--- src/hw/rtl/bomix_pkg.sv ---
// Shared types, constants and the coefficient table of the obstacle mixer.
`timescale 1ns / 1ps

package bomix_pkg;

  localparam int SENSOR_COUNT = 8;

  // Register indexes taken from cfg_paddr[3:2].
  localparam logic [1:0] REG_LED_THRESHOLD   = 2'd0;
  localparam logic [1:0] REG_CROWD_THRESHOLD = 2'd1;
  localparam logic [1:0] REG_WHEEL_BIAS      = 2'd2;

  localparam logic [11:0]       LED_THRESHOLD_RESET   = 12'd300;
  localparam logic [14:0]       CROWD_THRESHOLD_RESET = 15'd2400;
  localparam logic signed [10:0] WHEEL_BIAS_RESET     = 11'sd200;

  // Division by 300 as a multiply by ceil(2^30 / 300); exact for magnitudes below 2^22.
  localparam logic [21:0] SCALE_RECIP = 22'd3579140;
  localparam int          SCALE_SHIFT = 30;

  // Attenuation divides by 8192.
  localparam int          ATTEN_SHIFT = 13;

  localparam logic [2:0] LAST_SENSOR = 3'(SENSOR_COUNT - 1);

  typedef struct packed {
    logic signed [10:0] drive_right;
    logic signed [10:0] drive_left;
    logic [11:0]        proximity;
  } in_item_t;

  // Running frame totals after one sample has been folded in.
  typedef struct packed {
    logic [2:0]          sensor_number;
    logic                led_on;
    logic                frame_done;
    logic signed [21:0]  acc_left;
    logic signed [21:0]  acc_right;
    logic [14:0]         sample_sum;
    logic [11:0]         sample_max;
    logic signed [10:0]  drive_left;
    logic signed [10:0]  drive_right;
  } frame_t;

  // Products ready for the final wheel sum.
  typedef struct packed {
    logic [2:0]          sensor_number;
    logic                led_on;
    logic                frame_done;
    logic signed [10:0]  drive_left;
    logic signed [10:0]  drive_right;
    logic signed [23:0]  atten_left;
    logic signed [23:0]  atten_right;
    logic [13:0]         quot_left;
    logic                quot_left_neg;
    logic [13:0]         quot_right;
    logic                quot_right_neg;
  } mix_t;

  typedef struct packed {
    logic [2:0]          sensor_number;
    logic                led_on;
    logic                frame_done;
    logic signed [12:0]  wheel_left;
    logic signed [12:0]  wheel_right;
  } result_t;

  // Entries 0..7 weigh the right sum, entries 8..15 the left sum.
  function automatic logic signed [7:0] coef(input logic [3:0] i);
    logic signed [7:0] c;
    case (i)
      4'd0:    c = 8'sd18;
      4'd1:    c = 8'sd28;
      4'd2:    c = 8'sd36;
      4'd3:    c = 8'sd10;
      4'd4:    c = 8'sd8;
      4'd5:    c = -8'sd36;
      4'd6:    c = -8'sd58;
      4'd7:    c = -8'sd72;
      4'd8:    c = -8'sd72;
      4'd9:    c = -8'sd58;
      4'd10:   c = -8'sd36;
      4'd11:   c = 8'sd8;
      4'd12:   c = 8'sd10;
      4'd13:   c = 8'sd36;
      4'd14:   c = 8'sd28;
      4'd15:   c = 8'sd18;
      default: c = 8'sd0;
    endcase
    return c;
  endfunction

endpackage

--- src/hw/rtl/bomix_accum.sv ---
// Frame accumulation stage: sensor counter, weighted sums, sample sum and maximum.
`timescale 1ns / 1ps

module bomix_accum (
  input  logic              clk,
  input  logic              rst_n,
  input  logic              en,
  input  bomix_pkg::in_item_t item,
  input  logic [11:0]       led_threshold,
  output bomix_pkg::frame_t frame_r
);
  import bomix_pkg::*;

  logic [2:0]         counter_r, counter_nxt;
  logic signed [21:0] acc_left_r, acc_left_nxt;
  logic signed [21:0] acc_right_r, acc_right_nxt;
  logic [14:0]        sum_r, sum_nxt;
  logic [11:0]        max_r, max_nxt;

  logic signed [7:0]  coef_left, coef_right;
  logic signed [20:0] prod_left, prod_right;
  frame_t             frame_nxt;
  logic               done;

  assign done       = (counter_r == LAST_SENSOR);
  assign coef_right = coef({1'b0, counter_r});
  assign coef_left  = coef({1'b1, counter_r});
  assign prod_right = 21'(coef_right) * 21'($signed({1'b0, item.proximity}));
  assign prod_left  = 21'(coef_left) * 21'($signed({1'b0, item.proximity}));

  always_comb begin
    frame_nxt.sensor_number = counter_r;
    frame_nxt.led_on        = (item.proximity > led_threshold);
    frame_nxt.frame_done    = done;
    frame_nxt.acc_left      = acc_left_r + 22'(prod_left);
    frame_nxt.acc_right     = acc_right_r + 22'(prod_right);
    frame_nxt.sample_sum    = sum_r + 15'(item.proximity);
    frame_nxt.sample_max    = (item.proximity > max_r) ? item.proximity : max_r;
    frame_nxt.drive_left    = item.drive_left;
    frame_nxt.drive_right   = item.drive_right;

    // The frame state starts over once the eighth sample has been folded in.
    if (done) begin
      counter_nxt   = '0;
      acc_left_nxt  = '0;
      acc_right_nxt = '0;
      sum_nxt       = '0;
      max_nxt       = '0;
    end else begin
      counter_nxt   = counter_r + 3'd1;
      acc_left_nxt  = frame_nxt.acc_left;
      acc_right_nxt = frame_nxt.acc_right;
      sum_nxt       = frame_nxt.sample_sum;
      max_nxt       = frame_nxt.sample_max;
    end
  end

  always_ff @(posedge clk) begin
    if (!rst_n) begin
      counter_r   <= '0;
      acc_left_r  <= '0;
      acc_right_r <= '0;
      sum_r       <= '0;
      max_r       <= '0;
    end else if (en) begin
      counter_r   <= counter_nxt;
      acc_left_r  <= acc_left_nxt;
      acc_right_r <= acc_right_nxt;
      sum_r       <= sum_nxt;
      max_r       <= max_nxt;
    end
  end

  always_ff @(posedge clk) begin
    if (en) begin
      frame_r <= frame_nxt;
    end
  end

endmodule

--- src/hw/rtl/bomix_wheel.sv ---
// Wheel command stages: scaling, crowd attenuation and the final sum.
`timescale 1ns / 1ps

module bomix_wheel (
  input  logic               clk,
  input  logic               en_mix,
  input  logic               en_out,
  input  bomix_pkg::frame_t  frame,
  input  logic [14:0]        crowd_threshold,
  input  logic signed [10:0] wheel_bias,
  output bomix_pkg::result_t result_r
);
  import bomix_pkg::*;

  mix_t    mix_r, mix_nxt;
  result_t result_nxt;

  logic        crowded;
  logic [21:0] mag_left, mag_right;
  logic [43:0] qp_left, qp_right;

  logic signed [23:0] att_left, att_right;
  logic signed [15:0] q_left, q_right;
  logic signed [15:0] sum_left, sum_right;

  assign crowded   = (frame.sample_sum > crowd_threshold);
  assign mag_left  = frame.acc_left[21] ? 22'(-frame.acc_left) : frame.acc_left;
  assign mag_right = frame.acc_right[21] ? 22'(-frame.acc_right) : frame.acc_right;
  assign qp_left   = 44'(mag_left) * 44'(SCALE_RECIP);
  assign qp_right  = 44'(mag_right) * 44'(SCALE_RECIP);

  always_comb begin
    mix_nxt.sensor_number  = frame.sensor_number;
    mix_nxt.led_on         = frame.led_on;
    mix_nxt.frame_done     = frame.frame_done;
    mix_nxt.drive_left     = frame.drive_left;
    mix_nxt.drive_right    = frame.drive_right;
    mix_nxt.quot_left      = qp_left[SCALE_SHIFT +: 14];
    mix_nxt.quot_left_neg  = frame.acc_left[21];
    mix_nxt.quot_right     = qp_right[SCALE_SHIFT +: 14];
    mix_nxt.quot_right_neg = frame.acc_right[21];
    if (crowded) begin
      mix_nxt.atten_left  = 24'(frame.drive_left) * 24'($signed({1'b0, frame.sample_max}));
      mix_nxt.atten_right = 24'(frame.drive_right) * 24'($signed({1'b0, frame.sample_max}));
    end else begin
      mix_nxt.atten_left  = '0;
      mix_nxt.atten_right = '0;
    end
  end

  always_ff @(posedge clk) begin
    if (en_mix) begin
      mix_r <= mix_nxt;
    end
  end

  // Negative products are biased before the shift so the quotient truncates toward zero.
  assign att_left  = (mix_r.atten_left + (mix_r.atten_left[23] ? 24'sd8191 : 24'sd0))
                     >>> ATTEN_SHIFT;
  assign att_right = (mix_r.atten_right + (mix_r.atten_right[23] ? 24'sd8191 : 24'sd0))
                     >>> ATTEN_SHIFT;
  assign q_left    = mix_r.quot_left_neg ? -$signed({2'b00, mix_r.quot_left})
                                         : $signed({2'b00, mix_r.quot_left});
  assign q_right   = mix_r.quot_right_neg ? -$signed({2'b00, mix_r.quot_right})
                                          : $signed({2'b00, mix_r.quot_right});
  assign sum_left  = 16'(mix_r.drive_left) - 16'(att_left) + q_left + 16'(wheel_bias);
  assign sum_right = 16'(mix_r.drive_right) - 16'(att_right) + q_right + 16'(wheel_bias);

  always_comb begin
    result_nxt.sensor_number = mix_r.sensor_number;
    result_nxt.led_on        = mix_r.led_on;
    result_nxt.frame_done    = mix_r.frame_done;
    result_nxt.wheel_left    = mix_r.frame_done ? sum_left[12:0] : '0;
    result_nxt.wheel_right   = mix_r.frame_done ? sum_right[12:0] : '0;
  end

  always_ff @(posedge clk) begin
    if (en_out) begin
      result_r <= result_nxt;
    end
  end

endmodule

--- src/hw/rtl/braitenberg_obstacle_mix_unit.sv ---
// Top level of the obstacle mixer: register port, stream channels and pipeline control.
//
// Usage: the input stream carries one proximity sample per transaction, in sensor
// order zero to seven, together with the two base drive speeds. Each sample yields
// exactly one result transaction with its sensor number and obstacle flag; the result
// of the eighth sample carries tlast and the left and right wheel commands, the other
// results carry zero wheel fields.
// The pipeline has four register stages (input, accumulate, multiply, output), so one
// transaction per cycle is sustained while the receiver does not stall; the frame
// accumulators are updated in order in the accumulate stage.
// Reset clears the sensor counter, all frame totals, the stage valid bits and loads
// the register defaults; the first sample after reset is sensor zero.
// When the receiver stalls, the result holds in the output register and the earlier
// stages fill up; in_tready falls only once all four stages hold a transaction.
// Registers (APB, byte addresses): 0x0 led_threshold, 0x4 crowd_threshold,
// 0x8 wheel_bias. Write them only while the pipeline is empty.
`timescale 1ns / 1ps

module braitenberg_obstacle_mix_unit (
  input  logic        clk,
  input  logic        rst_n,
  input  logic        in_tvalid,
  output logic        in_tready,
  // [11:0] proximity, [22:12] drive_left, [33:23] drive_right, [39:34] zero
  input  logic [39:0] in_tdata,
  output logic        out_tvalid,
  input  logic        out_tready,
  // [2:0] sensor_number, [3] led_on, [16:4] wheel_left, [29:17] wheel_right, [31:30] zero
  output logic [31:0] out_tdata,
  output logic        out_tlast,
  input  logic        cfg_psel,
  input  logic        cfg_penable,
  input  logic        cfg_pwrite,
  input  logic [3:0]  cfg_paddr,
  input  logic [31:0] cfg_pwdata,
  output logic [31:0] cfg_prdata,
  output logic        cfg_pready
);
  import bomix_pkg::*;

  logic [11:0]        led_threshold_r;
  logic [14:0]        crowd_threshold_r;
  logic signed [10:0] wheel_bias_r;
  logic               cfg_write;

  logic valid_in_r, valid_in_nxt;
  logic valid_acc_r, valid_acc_nxt;
  logic valid_mix_r, valid_mix_nxt;
  logic valid_out_r, valid_out_nxt;
  logic adv_in, adv_acc, adv_mix, adv_out;

  in_item_t in_r;
  frame_t   frame;
  result_t  result;

  assign cfg_pready = 1'b1;
  assign cfg_write  = cfg_psel && cfg_penable && cfg_pwrite && cfg_pready;

  always_ff @(posedge clk) begin
    if (!rst_n) begin
      led_threshold_r   <= LED_THRESHOLD_RESET;
      crowd_threshold_r <= CROWD_THRESHOLD_RESET;
      wheel_bias_r      <= WHEEL_BIAS_RESET;
    end else if (cfg_write) begin
      case (cfg_paddr[3:2])
        REG_LED_THRESHOLD:   led_threshold_r   <= cfg_pwdata[11:0];
        REG_CROWD_THRESHOLD: crowd_threshold_r <= cfg_pwdata[14:0];
        REG_WHEEL_BIAS:      wheel_bias_r      <= $signed(cfg_pwdata[10:0]);
        default: ;
      endcase
    end
  end

  always_comb begin
    case (cfg_paddr[3:2])
      REG_LED_THRESHOLD:   cfg_prdata = 32'(led_threshold_r);
      REG_CROWD_THRESHOLD: cfg_prdata = 32'(crowd_threshold_r);
      REG_WHEEL_BIAS:      cfg_prdata = 32'(wheel_bias_r);
      default:             cfg_prdata = '0;
    endcase
  end

  // A stage moves on when it is empty or the stage after it moves on.
  assign adv_out   = !valid_out_r || out_tready;
  assign adv_mix   = !valid_mix_r || adv_out;
  assign adv_acc   = !valid_acc_r || adv_mix;
  assign adv_in    = !valid_in_r || adv_acc;
  assign in_tready = adv_in;

  always_comb begin
    valid_in_nxt  = adv_in  ? in_tvalid   : valid_in_r;
    valid_acc_nxt = adv_acc ? valid_in_r  : valid_acc_r;
    valid_mix_nxt = adv_mix ? valid_acc_r : valid_mix_r;
    valid_out_nxt = adv_out ? valid_mix_r : valid_out_r;
  end

  always_ff @(posedge clk) begin
    if (!rst_n) begin
      valid_in_r  <= 1'b0;
      valid_acc_r <= 1'b0;
      valid_mix_r <= 1'b0;
      valid_out_r <= 1'b0;
    end else begin
      valid_in_r  <= valid_in_nxt;
      valid_acc_r <= valid_acc_nxt;
      valid_mix_r <= valid_mix_nxt;
      valid_out_r <= valid_out_nxt;
    end
  end

  always_ff @(posedge clk) begin
    if (in_tvalid && in_tready) begin
      in_r <= in_tdata[33:0];
    end
  end

  bomix_accum u_accum (
    .clk           (clk),
    .rst_n         (rst_n),
    .en            (valid_in_r && adv_acc),
    .item          (in_r),
    .led_threshold (led_threshold_r),
    .frame_r       (frame)
  );

  bomix_wheel u_wheel (
    .clk             (clk),
    .en_mix          (adv_mix),
    .en_out          (adv_out),
    .frame           (frame),
    .crowd_threshold (crowd_threshold_r),
    .wheel_bias      (wheel_bias_r),
    .result_r        (result)
  );

  assign out_tvalid = valid_out_r;
  assign out_tlast  = result.frame_done;
  assign out_tdata  = {2'b00, result.wheel_right, result.wheel_left,
                       result.led_on, result.sensor_number};

endmodule

--- config.mk ---
export PLATFORM = sky130hd
export DESIGN_NAME = braitenberg_obstacle_mix_unit
export DESIGN_NICKNAME = d
export VERILOG_FILES = /design/src/hw/rtl/bomix_pkg.sv /design/src/hw/rtl/bomix_accum.sv /design/src/hw/rtl/bomix_wheel.sv /design/src/hw/rtl/braitenberg_obstacle_mix_unit.sv
export SDC_FILE = /design/constraint.sdc
export NUM_CORES = 2
export LEC_CHECK = 0
export ABC_AREA = 1
export BUFFER_PORTS_ARGS = -buffer_cell sky130_fd_sc_hd__buf_2
export CAP_MARGIN = 5
export CORE_MARGIN = 2
export CORE_UTILIZATION = 51
export CTS_BUF_LIST = sky130_fd_sc_hd__clkbuf_8
export CTS_CLUSTER_DIAMETER = 200
export DETAILED_ROUTE_END_ITERATION = 8
export HOLD_SLACK_MARGIN = 0.05
export PLACE_DENSITY = 0.77
export RECOVER_POWER = 25
export SYNTH_ARGS = -nofsm -noshare
export SYNTH_HDL_FRONTEND = slang
export SYNTH_HIERARCHICAL = 1
export SYNTH_SLANG_ARGS = --single-unit
--- constraint.sdc ---
create_clock -name clk -period 20.7 [get_ports clk]
set_input_delay 3.105 -clock clk [delete_from_list [all_inputs] [get_ports clk]]
set_output_delay 3.105 -clock clk [all_outputs]
set_load 0.1 [all_outputs]
# Word level (Yosys, flattened, before mapping)
# Memories as Yosys holds them, arrays and structs flattened. A register that Yosys moved wholly into a read port is not among the register bits.
# Cells that the tools add are included.
# op_classes
n_addsub	16
multipliers	6
div_mod_pow	0
magnitude_cmp	3
eq_ne	9
shift	0
mux	16
bitwise_logic	0
n_reduce_logical	17
# op_table
cell	n
32-bit one-hot mux with 3 select lines	1
22-bit two-way mux	4
22-bit by 20-bit multiplier with 41-bit output (second input constant)	2
8-bit one-hot mux with 8 select lines	1
13-bit two-way mux	4
24-bit by 14-bit adder with 24-bit output	2
11-bit by 13-bit multiplier with 24-bit output	2
22-bit by 21-bit adder with 22-bit output	2
22-bit negator	2
8-bit by 13-bit multiplier with 21-bit output	2
13-bit by 11-bit adder with 13-bit output	2
13-bit adder	2
13-bit negator	2
12-bit greater-than comparator	2
12-bit two-way mux	2
11-bit by 11-bit subtractor with 12-bit output	2
15-bit by 12-bit adder with 15-bit output	1
15-bit greater-than comparator	1
15-bit two-way mux	1
3-bit == test (second input constant)	4
3-bit two-way mux	3
3-bit by 2-bit == test with 1-bit output (second input constant)	2
2-bit AND reduction	3
1-bit logical AND	4
other kinds (8)	14
# totals
register_bits	382
latchBits	0
ramBits	0
rom_bits	56
in_bits	83
out_inout_bits	68
word_cells	108
n_memories	1
# memory_table
name	depth	word_bits	read_ports	rd_ports_with_merged_regs	wr	line_no	rtl
(name not given)	8	7	1	1	0	bomix_pkg.sv:71	case (i)

# Longest topological paths before layout
# logic_depth
word_depth	7
depth_mapped	36

# Hierarchy
# Netlist, hierarchy kept.
# modules_own_cells
mod	n_inst	cells_each	area_each_um2	seq_area_each_um2
bomix_wheel	1	4001	33234.4	4023.9
bomix_accum	1	1801	15343.5	4464.3
braitenberg_obstacle_mix_unit	1	354	3109.2	1861.8

# Worst setup path before layout
# OpenSTA, ideal clock, no wires.
# synth_path
path_type	input port to output port
start	input port cfg_paddr[2]
end	output port cfg_prdata[16]
arrival_ps	4650
t_required_ps	17595
slack_ps	12945
path_stages	6
cell_sequence	inv_2 -> nand2_1 -> inv_1 -> nand2_1 -> inv_1 -> buf_4
# synth_via
elab_chain_cells	2
# synth_rtl
element	line_no	rtl
start, declared	braitenberg_obstacle_mix_unit.sv:34	input logic [3:0] cfg_paddr,
2-bit == test, or another cell as far along	braitenberg_obstacle_mix_unit.sv:75	case (cfg_paddr[3:2])
32-bit one-hot mux with 3 select lines (*)	braitenberg_obstacle_mix_unit.sv:75	
end, declared	braitenberg_obstacle_mix_unit.sv:36	output logic [31:0] cfg_prdata,
# Every way passes the cells marked *; elsewhere a longest branch is shown, timed or not.

# Final worst setup path
# layout_path
start	input port cfg_paddr[2]
end	output port cfg_prdata[20]
# The elaborated chain is that of the path after synthesis.

==> key figures <==
Placed design
  – Count of buffers from port buffering: 122
  – Placed cells: about 7500
  – Routability cong.: ~0.97
  – Placed Area: between 50000 and 60000 sq um
  – DP HPWL: ~100 mm

Timing
  – Fin. max-slew vios: 115
  – Setup violators final: 0
  – Fin crit period: around 8400 ps
  – Crit share post-route: 40.5%
  – Final Hold Viols: 0
  – Final setup TNS: 0 ps
  – Worst Clk Skew: about 69 ps
  – Slew headroom: -50.8%
  – Slew @ Worst Pin: 2260 ps
  – FMAX: ~120 MHz
  – RSZ-0062 raised after global routing: false

Finish
  – Layout overhead on the synthesized area: 6.49%
  – Nets: ~7700
  – Multi-input gate area: about 35000 sq um
  – Post-Layout Inst Area: approximately 55000 sq um
  – Reg area: a little over 10000 sq um
  – Most common cell after layout, fill and taps aside: inv_1
  – Fraction of layout cells with a size suffix above 1: 6.06%
  – Commonest non-fill, non-tap cells in the layout: 1545 x inv_1, 1237 x nand2_1, 718 x ha_1, 629 x fa_1, 354 x nor2_1
  – Cell Count, Final, Fillers Out: between 7000 and 8000
  – Fillers: between 8000 and 9000

Global routing
  – First-pass GRT wire length: roughly 210 mm
  – Initial antenna violation count: 3
  – Largest net degree at the start of global routing: 72
  – Number of global-route vias before repair: between 40000 and 50000
  – Total congestion overflow: 0
  – GRT Total Usage: 25.1%

Logic synthesis
  – Post-synth EDFFs: 264
  – Synth cell types: 70
  – Commonest register cell after synthesis: edfxtp_1
  – Fraction of the yosys area taken by sequential cells: between 20% and 30%
  – Cells after synthesis: a little over 6000
  – Async SR Flop Fraction: 0%
  – Syn Std Cell Area: between 50000 and 60000 sq um
  – Post-synthesis average cell area: around 8.4 sq um
  – #FFs+latches synth: 385
  – Ys Warns: 6

Clock network
  – CTS tree: yes
  – Inserted Clock Buffers: 73
  – Setup bufs post-CTS: 0
  – Htree depth: 3
  – Clk slew on worst S/H paths: about 70 ps
  – Clk Tree Root Cell: clkbuf_8
  – Clock Path Buffers: 3
  – Hold buffers post-CTS: 0
  – Clk_lat worst skew: between 700 and 800 ps
  – CTS sink count: ~390
  – Post-CTS sizing: 0

Worst setup path
  – Startpoint Class: primary input
  – Cell Chain, Critical Path: buf_2, inv_2, nand2_1, inv_1, nand2_1, inv_1, buf_2
  – Kind of cell adding the most delay to the critical path: buffers and inverters
  – Critical Path AT: roughly 5300 ps
  – Critical-path top delay cell: nand2_1
  – Buf/Inv on CP: 5
  – Crit path required time: roughly 18000 ps
  – CP max FO: 17
  – CP max stage delay: between 500 and 600 ps
  – CP endpoint kind: output pin
  – CP Class: primary input to output pin

Routing
  – Residual DRC: 0
  – Vias: 39700
  – Antenna-violating nets left: 0
  – DR WL/cell: 16.8 um
  – Met2 WL post-DR: just under 60 mm
  – Metal1 wirelength: around 57 mm
  – Vias per Instance: 5.19
  – Pre-antenna DRT Iters: 6
  – Top sig layer: met4
  – Final wirelength: about 130 mm
  – Met3 Wirelength: roughly 9.5 mm
  – DR iter-0 viols: around 2900

Floorplan
  – Die Wd: between 300 and 400 um
  – Rows: approximately 120
  – Placeable Area: about 100000 sq um
  – Initial core utilization: between 50% and 60%
  – Io pins: roughly 150
  – Die Height: ~320 um
  – Die area: around 100000 sq um

Job
  – Max-cap violations: 3

Outcome
  – Failing checks: max-capacitance violations, max-slew violations
  – Outcome: finished, violations left

Min path
  – Worst min path class: register to register
==> flip-flops by register name (all words and copies together), names as in the netlist <==
name                 cells
crowd_threshold_r       15
in_r                    34
led_threshold_r         12
out_tvalid               1
u_accum/acc_left_r      21
u_accum/acc_right_r     21
u_accum/coef_right       7
u_accum/counter_r        3
u_accum/frame_r         96
u_accum/max_r           12
u_accum/sum_r           15
u_wheel/mix_r          103
u_wheel/result_r        31
valid_acc_r              1
valid_in_r               1
valid_mix_r              1
wheel_bias_r            11
==> cell type report <==
class / count / share of cell area [%]
antenna: 1 / 0.00455
clock buffer: 73 / 1.83
clock inverter: 60 / 1.00
inverter: 1543 / 10.5
multi-input combinational: 4091 / 63.3
sequential: 385 / 18.8
tap: 1357 / 3.08
timing repair buffer: 149 / 1.44
==> cells in the mapped netlist (4+ instances only) <==
cell         n  area, sq um
inv_1     1527         5730
nand2_1   1236         4640
ha_1       718         8980
fa_1       629        12600
nor2_1     355         1330
a21oi_1    306         1530
edfxtp_1   264         7930
nand3_1    174          871
o21ai_0    128          641
dfxtp_1    121         2420
xor2_1     116         1020
clkbuf_1    84          315
nor3_1      49          245
nand4_1     41          257
and2_1      38          238
xnor2_1     36          315
buf_4       28          210
nand2_2     23          144
o21a_1      19          143
or2_2       18          113
a21o_1      15          113
a21oi_2     15          131
o21bai_1    15          113
buf_2       14         70.1
nand3b_1    14          105
inv_2       13         48.8
nand2_4     13          146
nand3_2     13          130
nor2_2      13         81.3
nor4_1      11         68.8
o31ai_1     11         82.6
a31oi_1     10         62.6
o21ai_1      8         40.0
buf_6        7         78.8
o211ai_1     6         45.0
xor2_2       5         81.3
and3_1       4         25.0
buf_1        4         15.0
nor2_4       4         45.0
nor3_2       4         40.0
==> layer usage <==
layer  track usage (%)  vias up
li1                  -    19100
met1              34.5    19100
met4              8.05        0
met2              40.6     1372
met5                 0        -
met3              4.18      220
==> metrics by stage <==
step | worst slack (ps) | hold WS, ps | utilization (%)
floorplan | 12950 | 400 | -
global placement | 12400 | 401 | 53.4
detailed placement | 12370 | 405 | 53.4
CTS | 12360 | 418 | 54.9
global route | 12020 | 425 | 54.9
finish | 12320 | 416 | 54.9
==> cell families (layout without fill, tap and decap cells) <==
group	count (synthesis)	count (layout)	share of synthesized area (%)
and+or+nand+nor	2021	2021	16.6
buffers and inverters	1682	1825	12.6
adders and majority gates	1347	1347	41.7
AOI/OAI and AO/OA	559	559	6.13
DFF	385	385	20.0
xor gates and xnor gates	159	159	2.84
other	3	6	0.0218
==> final timing paths <==
check,cells after the start,start,end,slack (ps)
setup / recovery,7,cfg_paddr[2],cfg_prdata[20],12320
hold / removal,0,u_accum/frame_r[95],u_wheel/mix_r[102],420
hold reg to reg,0,u_accum/frame_r[95],u_wheel/mix_r[102],420
setup reg to reg,24,u_accum/frame_r[92],u_wheel/mix_r[22],12510
Power is not shown: default switching activity piles up to over one toggle a cycle in this logic, so the estimate is an artifact.
